[src/design/cdq_pkg.sv]
// Package for the circular deque: sizes, operation and status codes,
// controller states and the command and status groups between controller
// and datapath. No dependencies.
`default_nettype none

package cdq_pkg;

  localparam int DEPTH     = 128;
  localparam int DATA_BITS = 32;
  localparam int PTR_W     = (DEPTH > 1) ? $clog2(DEPTH) : 1;
  localparam int WORD_W    = 32;
  localparam int FUNC_W    = 2;
  localparam int STATUS_W  = 2;

  typedef logic [PTR_W-1:0]     ptr_t;
  typedef logic [DATA_BITS-1:0] data_t;

  typedef enum logic [FUNC_W-1:0] {
    FN_INS_FRONT,
    FN_INS_REAR,
    FN_DEL_FRONT,
    FN_DEL_REAR
  } func_t;

  typedef enum logic [STATUS_W-1:0] {
    STS_DONE,
    STS_FULL,
    STS_EMPTY
  } status_t;

  typedef enum logic [1:0] {
    S_IDLE,
    S_FETCH,
    S_LOAD,
    S_EMIT
  } state_t;

  typedef struct packed {
    logic take;
    logic rd_en;
    logic load;
    logic emit;
  } cmd_t;

  typedef struct packed {
    logic need_read;
    logic out_free;
  } stat_t;

  function automatic ptr_t ptr_inc(input ptr_t p);
    return (p == PTR_W'(DEPTH - 1)) ? '0 : ptr_t'(p + 1'b1);
  endfunction

  function automatic ptr_t ptr_dec(input ptr_t p);
    return (p == '0) ? PTR_W'(DEPTH - 1) : ptr_t'(p - 1'b1);
  endfunction

endpackage

`default_nettype wire

[src/design/cdq_ctrl.sv]
// Controller of the circular deque: sequences accept, slot fetch, load and
// result hand-over. Depends on cdq_pkg.
`default_nettype none

module cdq_ctrl import cdq_pkg::*; (
  input  wire logic  clk,
  input  wire logic  rst,
  input  wire logic  in_valid,
  output logic       in_ready,
  output cmd_t       cmd,
  input  wire stat_t stat
);

  state_t state;
  state_t state_next;

  always_ff @(posedge clk) begin
    if (rst) begin
      state <= S_IDLE;
    end else begin
      state <= state_next;
    end
  end

  always_comb begin
    state_next = state;
    cmd        = '0;
    in_ready   = 1'b0;
    case (state)
      S_IDLE: begin
        in_ready = 1'b1;
        if (in_valid) begin
          cmd.take   = 1'b1;
          state_next = S_FETCH;
        end
      end
      S_FETCH: begin
        if (stat.need_read) begin
          cmd.rd_en  = 1'b1;
          state_next = S_LOAD;
        end else begin
          state_next = S_EMIT;
        end
      end
      S_LOAD: begin
        cmd.load   = 1'b1;
        state_next = S_EMIT;
      end
      S_EMIT: begin
        if (stat.out_free) begin
          cmd.emit   = 1'b1;
          state_next = S_IDLE;
        end
      end
      default: begin
        state_next = S_IDLE;
      end
    endcase
  end

endmodule

`default_nettype wire

[config.mk]
export PLATFORM = sky130hd
export DESIGN_NAME = cdq_ctrl
export DESIGN_NICKNAME = d
export VERILOG_FILES = /design/src/design/cdq_pkg.sv /design/src/design/cdq_ctrl.sv
export SDC_FILE = /design/constraint.sdc
export NUM_CORES = 1
export LEC_CHECK = 0
export ABC_AREA = 1
export BUFFER_PORTS_ARGS = -buffer_cell sky130_fd_sc_hd__buf_4
export CORE_AREA = 3 3 40 42
export CTS_CLUSTER_SIZE = 30
export DETAILED_ROUTE_END_ITERATION = 6
export DIE_AREA = 0 0 43 45
export GPL_TIMING_DRIVEN = 1
export SLEW_MARGIN = 20
export SYNTH_ARGS = -nofsm -noshare
export SYNTH_HDL_FRONTEND = slang
export SYNTH_SLANG_ARGS = --single-unit
[constraint.sdc]
create_clock -name clk -period 2.7 [get_ports clk]
set_input_delay 0.54 -clock clk [delete_from_list [all_inputs] [get_ports clk]]
set_output_delay 0.54 -clock clk [all_outputs]
set_load 0.005 [all_outputs]
==> results of run 1 <==
metrics by stage:
| step | worst slack [ps] | std cells | instance area, µm² | utilization | hold WS, ps |
|---|---|---|---|---|---|
| floorplan | 1390 | 31 | 213 | - | 475 |
| global placement | 1250 | 55 | 299 | 0.233 | 503 |
| detailed placement | 1210 | 55 | 299 | 0.233 | 514 |
| CTS | 964 | 58 | 322 | 0.250 | 477 |
| global route | 921 | 58 | 322 | 0.250 | 477 |
| finish | 992 | 58 | 322 | 0.250 | 485 |
cells by family after synthesis:
logic type / share of synthesized area
AOI/OAI and AO/OA: 0.0824
buffers and inverters: 0.159
DFF: 0.188
and+or+nand+nor: 0.335
adders and majority gates: 0.235
where the power goes:
part,switching (mW),internal [mW],total [mW]
logic,0.0976,0.0974,0.195
clock network,0.0164,0.0490,0.0653
registers,0.0163,0.0449,0.0612
area by class of cell:
type                       count  area share
tap                           15      0.0584
sequential                     2       0.125
timing repair buffer           9       0.210
clock buffer                   3      0.0700
multi-input combinational     20       0.432
inverter                       9       0.105
cell usage after synthesis:
cell type  number
dfxtp_1         2
a21oi_2         2
nand2_2         1
nand2_1         9
nand2_4         1
nand3_1         2
nand3_2         1
inv_1           9
ha_1            4
critical path, stage by stage (launching register included):
cell and delay [ps]:
dfxtp_1 370, inv_1 90, ha_1 250, nand2_1 70, inv_1 40, buf_4 120
how the worst max path moves through the flow:
stage / to / slack (ps)
2_1_floorplan: cmd[3] / 1390
3_3_place_gp: cmd[3] / 1250
3_5_place_dp: cmd[3] / 1210
4_1_cts: cmd[3] / 960
5_1_grt: cmd[3] / 920
6_report: cmd[3] / 990
metal layers:
layer  global-route usage  wire, µm  vias up
li1                     -         -      116
met2               0.0808       227        5
met4               0.0723         0        0
met5                    0         0        -
met1               0.0456       158       84
met3               0.0239        27        0
==> results.sh, run 1 <==
export IMPL_run_status="completed"
export IMPL_area_growth_pct=51.2
export IMPL_path_max_fanout=4
export IMPL_clock_latency_ps=220
export IMPL_ys_types=9
export IMPL_grt_pass1_vias=202
export IMPL_drt_total_wl_um=413
export IMPL_top_regs="state x2"
export IMPL_power_mw=0.321
export IMPL_cts_inserted_buffers=3
export IMPL_largest_reg_flops=2
export IMPL_r2r_slack_ps=1570
export IMPL_p_leak_nw=0.205
export IMPL_post_cts_resized=0
export IMPL_dieHeight_um=45
export IMPL_vias=205
export IMPL_cp_data_arrival_time_ps=1170
export IMPL_syn_nets=40
export IMPL_regMostFlops="state"
export IMPL_regArea_um2=40.0
export IMPL_reg2reg_to="state[0]"
export IMPL_grt_ovfl_total=0
export IMPL_yosys_warnings=0
export IMPL_fin_skew_ps=2.43
export IMPL_critPathLaunchType="register"
export IMPL_layout_common_cells="9 x inv_1, 9 x nand2_1, 9 x buf_4"
export IMPL_drt_iter0_drc=2
export IMPL_wl_per_cell_um=7.12
export IMPL_clkTransAtPathRegs_ps=30
export IMPL_clkSinkCount=2
export IMPL_power_density_nw_per_um2=1000
export IMPL_port_buffers=9
export IMPL_die_area_um2=1940
export IMPL_grt_max_degree=6
export IMPL_dp_hpwl_um=364
export IMPL_regToRegStartpoint="state[0]"
export IMPL_cts_root_buf="clkbuf_4"
export IMPL_nets=54
export IMPL_period_needed_ps=1710
export IMPL_yosysSeqAreaShare=0.188
export IMPL_gp_congestion=0.624
export IMPL_n_antenna_cell=0
export IMPL_multi_input_area_um2=139
export IMPL_hold_end="state[0]"
export IMPL_cts_setup_buffers=0
export IMPL_drtPass1Iterations=2
export IMPL_hold_path_depth=2
export IMPL_drcViolationCount=0
export IMPL_fmax_mhz=586
export IMPL_drv_cap=0
export IMPL_track_usage=0.0532
export IMPL_crit_required_ps=2160
export IMPL_syn_inst=31
export IMPL_initial_utilization=0.166
export IMPL_rsz0062_at_grt="no"
export IMPL_htree_levels=1
export IMPL_syn_avg_cell_area_um2=6.86
export IMPL_fillers=155
export IMPL_hold_path_class="input pin to register"
export IMPL_crit_path_start="state[0]"
export IMPL_tightest_slew_ps=150
export IMPL_viasPerCell=3.53
export IMPL_antenna_found_initial=0
export IMPL_vdd_ir_drop_max_uv=288
export IMPL_holdBufCountCts=0
export IMPL_dieWidth_um=43
export IMPL_tns_ps=0
export IMPL_synth_top_cell_area_share=0.235
export IMPL_slew_headroom=0.900
export IMPL_yosysTopAreaCell="ha_1"
export IMPL_synth_seq_cells=2
export IMPL_cts_max_path_buffers=2
export IMPL_slew_viol_final=0
export IMPL_reg2reg_depth=5
export IMPL_path_class="register to primary output"
export IMPL_drive_gt1_frac=0.395
export IMPL_hold_viol_final=0
export IMPL_cts_tree="built"
export IMPL_fp_coreArea_um2=1280
export IMPL_setup_viol=0
export IMPL_ant_nets=0
export IMPL_io_pins=10
export IMPL_period_share=0.632
export IMPL_fp_row_count=13
export IMPL_end_kind="primary output"
export IMPL_ys_top_cells_by_area="ha_1 24%, dfxtp_1 19%, inv_1 16%"
export IMPL_hp_start="rst"
export IMPL_grt_pass1_wl_um=696
export IMPL_syn_area_um2=213
Note: power is estimated with default switching activity, not from simulation.
==> run 2: changes to the inputs <==
==> constraint.sdc (replaced) <==
create_clock -name clk -period 1.5 [get_ports clk]
set_input_delay 0.3 -clock clk [delete_from_list [all_inputs] [get_ports clk]]
set_output_delay 0.3 -clock clk [all_outputs]
set_load 0.005 [all_outputs]
==> results.sh, run 2 (same netlist as run 1, synthesis figures left out) <==
export IMPL_crit_top_cell="inv_1"
export IMPL_viasPerCell=3.67
export IMPL_dieHeight_um=45
export IMPL_post_cts_resized=0
export IMPL_initial_utilization=0.166
export IMPL_cts_tree="built"
export IMPL_port_buffers=9
export IMPL_largest_reg_flops=2
export IMPL_grt_ovfl_total=0
export IMPL_clock_latency_ps=220
export IMPL_clkSinkCount=2
export IMPL_setup_viol=0
export IMPL_slew_headroom=0.910
export IMPL_antenna_found_initial=0
export IMPL_n_antenna_cell=0
export IMPL_wl_per_cell_um=7.34
export IMPL_area_growth_pct=53.5
export IMPL_power_share_sequential=0.203
export IMPL_path_max_fanout=4
export IMPL_p_int_mw=0.354
export IMPL_critPathLaunchType="register"
export IMPL_period_share=0.906
export IMPL_swShare=0.396
export IMPL_drcViolationCount=0
export IMPL_holdBufCountCts=0
export IMPL_fp_row_count=13
export IMPL_fin_ws_ps=141
export IMPL_drtPass1Iterations=3
export IMPL_htree_levels=1
export IMPL_hold_path_class="input pin to register"
export IMPL_end_kind="primary output"
export IMPL_clkTransAtPathRegs_ps=30
export IMPL_regMostFlops="state"
export IMPL_slew_viol_final=0
export IMPL_grt_busiest_layer="met2"
export IMPL_fillers=148
export IMPL_switching_power_mw=0.233
export IMPL_io_pins=10
export IMPL_grt_pass1_vias=207
export IMPL_dieWidth_um=43
export IMPL_layout_common_cells="9 x inv_1, 9 x nand2_1, 9 x buf_4"
export IMPL_cts_max_path_buffers=2
export IMPL_clock_power_share=0.203
export IMPL_die_area_um2=1940
export IMPL_tightest_slew_ps=134
export IMPL_rsz0062_at_grt="no"
export IMPL_nets=54
export IMPL_crit_slowest_cell="dfxtp_2"
export IMPL_crit_path_cell_trace="inv_1 -> ha_2 -> nand2_1 -> inv_1 -> buf_4"
export IMPL_use_met2=0.0898
export IMPL_cts_inserted_buffers=3
export IMPL_fin_skew_ps=0.742
export IMPL_crit_required_ps=1200
export IMPL_period_needed_ps=1360
export IMPL_p_comb_frac=0.594
export IMPL_cts_setup_buffers=0
export IMPL_grt_pass1_wl_um=772
export IMPL_drive_gt1_frac=0.465
export IMPL_vias=213
export IMPL_cts_root_buf="clkbuf_4"
export IMPL_run_status="completed"
export IMPL_gp_congestion=0.606
export IMPL_tns_ps=0
export IMPL_max_stage_delay_ps=340
export IMPL_track_usage=0.0574
export IMPL_ant_nets=0
export IMPL_fp_coreArea_um2=1280
export IMPL_p_leak_nw=0.204
export IMPL_dp_slack_ps=268
export IMPL_cp_data_arrival_time_ps=1060
export IMPL_drt_total_wl_um=426
export IMPL_vdd_ir_drop_max_uv=307
export IMPL_met1_usage=0.0504
export IMPL_power_density_nw_per_um2=1800
export IMPL_hold_viol_final=0
export IMPL_grt_max_degree=6
export IMPL_top_regs="state x2"
export IMPL_drv_cap=0
export IMPL_fmax_mhz=736
export IMPL_met3_usage=0.0359
export IMPL_drt_iter0_drc=5
export IMPL_path_class="register to primary output"
## run 2: cell counts in the layout (fill, tap and decap cells not counted)
No cell type changed its count.
## run 2: layer usage
layer,vias to the layer above,share of wire
met3,0,0.080
met4,0,0
li1,114,-
met1,92,0.40
met2,7,0.52
met5,-,0
## run 2: worst paths after layout
| check | from | endpoint | slack [ps] | depth (start not counted) |
|---|---|---|---|---|
| worst min register to register | state[0] | state[0] | 490 | 2 |
| worst max register to register | state[0] | state[1] | 460 | 5 |
| worst max-delay path | state[0] | cmd[3] | 140 | 5 |
| worst min-delay path | rst | state[1] | 240 | 2 |
## run 2: layout make-up
type,count,area (µm²),share of cell area
Timing Repair Buffer,9,67.6,0.207
Inverter,9,33.8,0.103
Sequential cell,2,42.5,0.130
Multi-Input combinational cell,20,141,0.433
Clock buffer,3,22.5,0.0690
Tap cell,15,18.8,0.0575
## run 2: critical path, delay by kind of cell, from the launching register on
| family | cells | cell delay [ps] |
|---|---|---|
| adders and majority gates | 1 | 210 |
| and+or+nand+nor | 1 | 60 |
| buffers and inverters | 3 | 220 |
| DFF | 1 | 340 |
## run 2: power groups by stage
stage	sequential, mW	combinational [mW]	clock, mW
global route	0.125	0.404	0.139
CTS	0.113	0.352	0.129
detailed placement	0.114	0.350	0
global placement	0.114	0.346	0
floorplan	0.105	0.233	0
finish	0.119	0.349	0.119
## run 2: metrics by stage
step / hold WS (ps) / std cells / power (mW) / utilization / instance area (µm²)
after floorplan: 362 / 31 / 0.338 / - / 213
after global routing: 224 / 58 / 0.668 / 0.254 / 327
final: 237 / 58 / 0.587 / 0.254 / 327
after global placement: 475 / 55 / 0.460 / 0.233 / 299
after detailed placement: 477 / 55 / 0.464 / 0.233 / 299
after CTS: 237 / 58 / 0.594 / 0.250 / 322
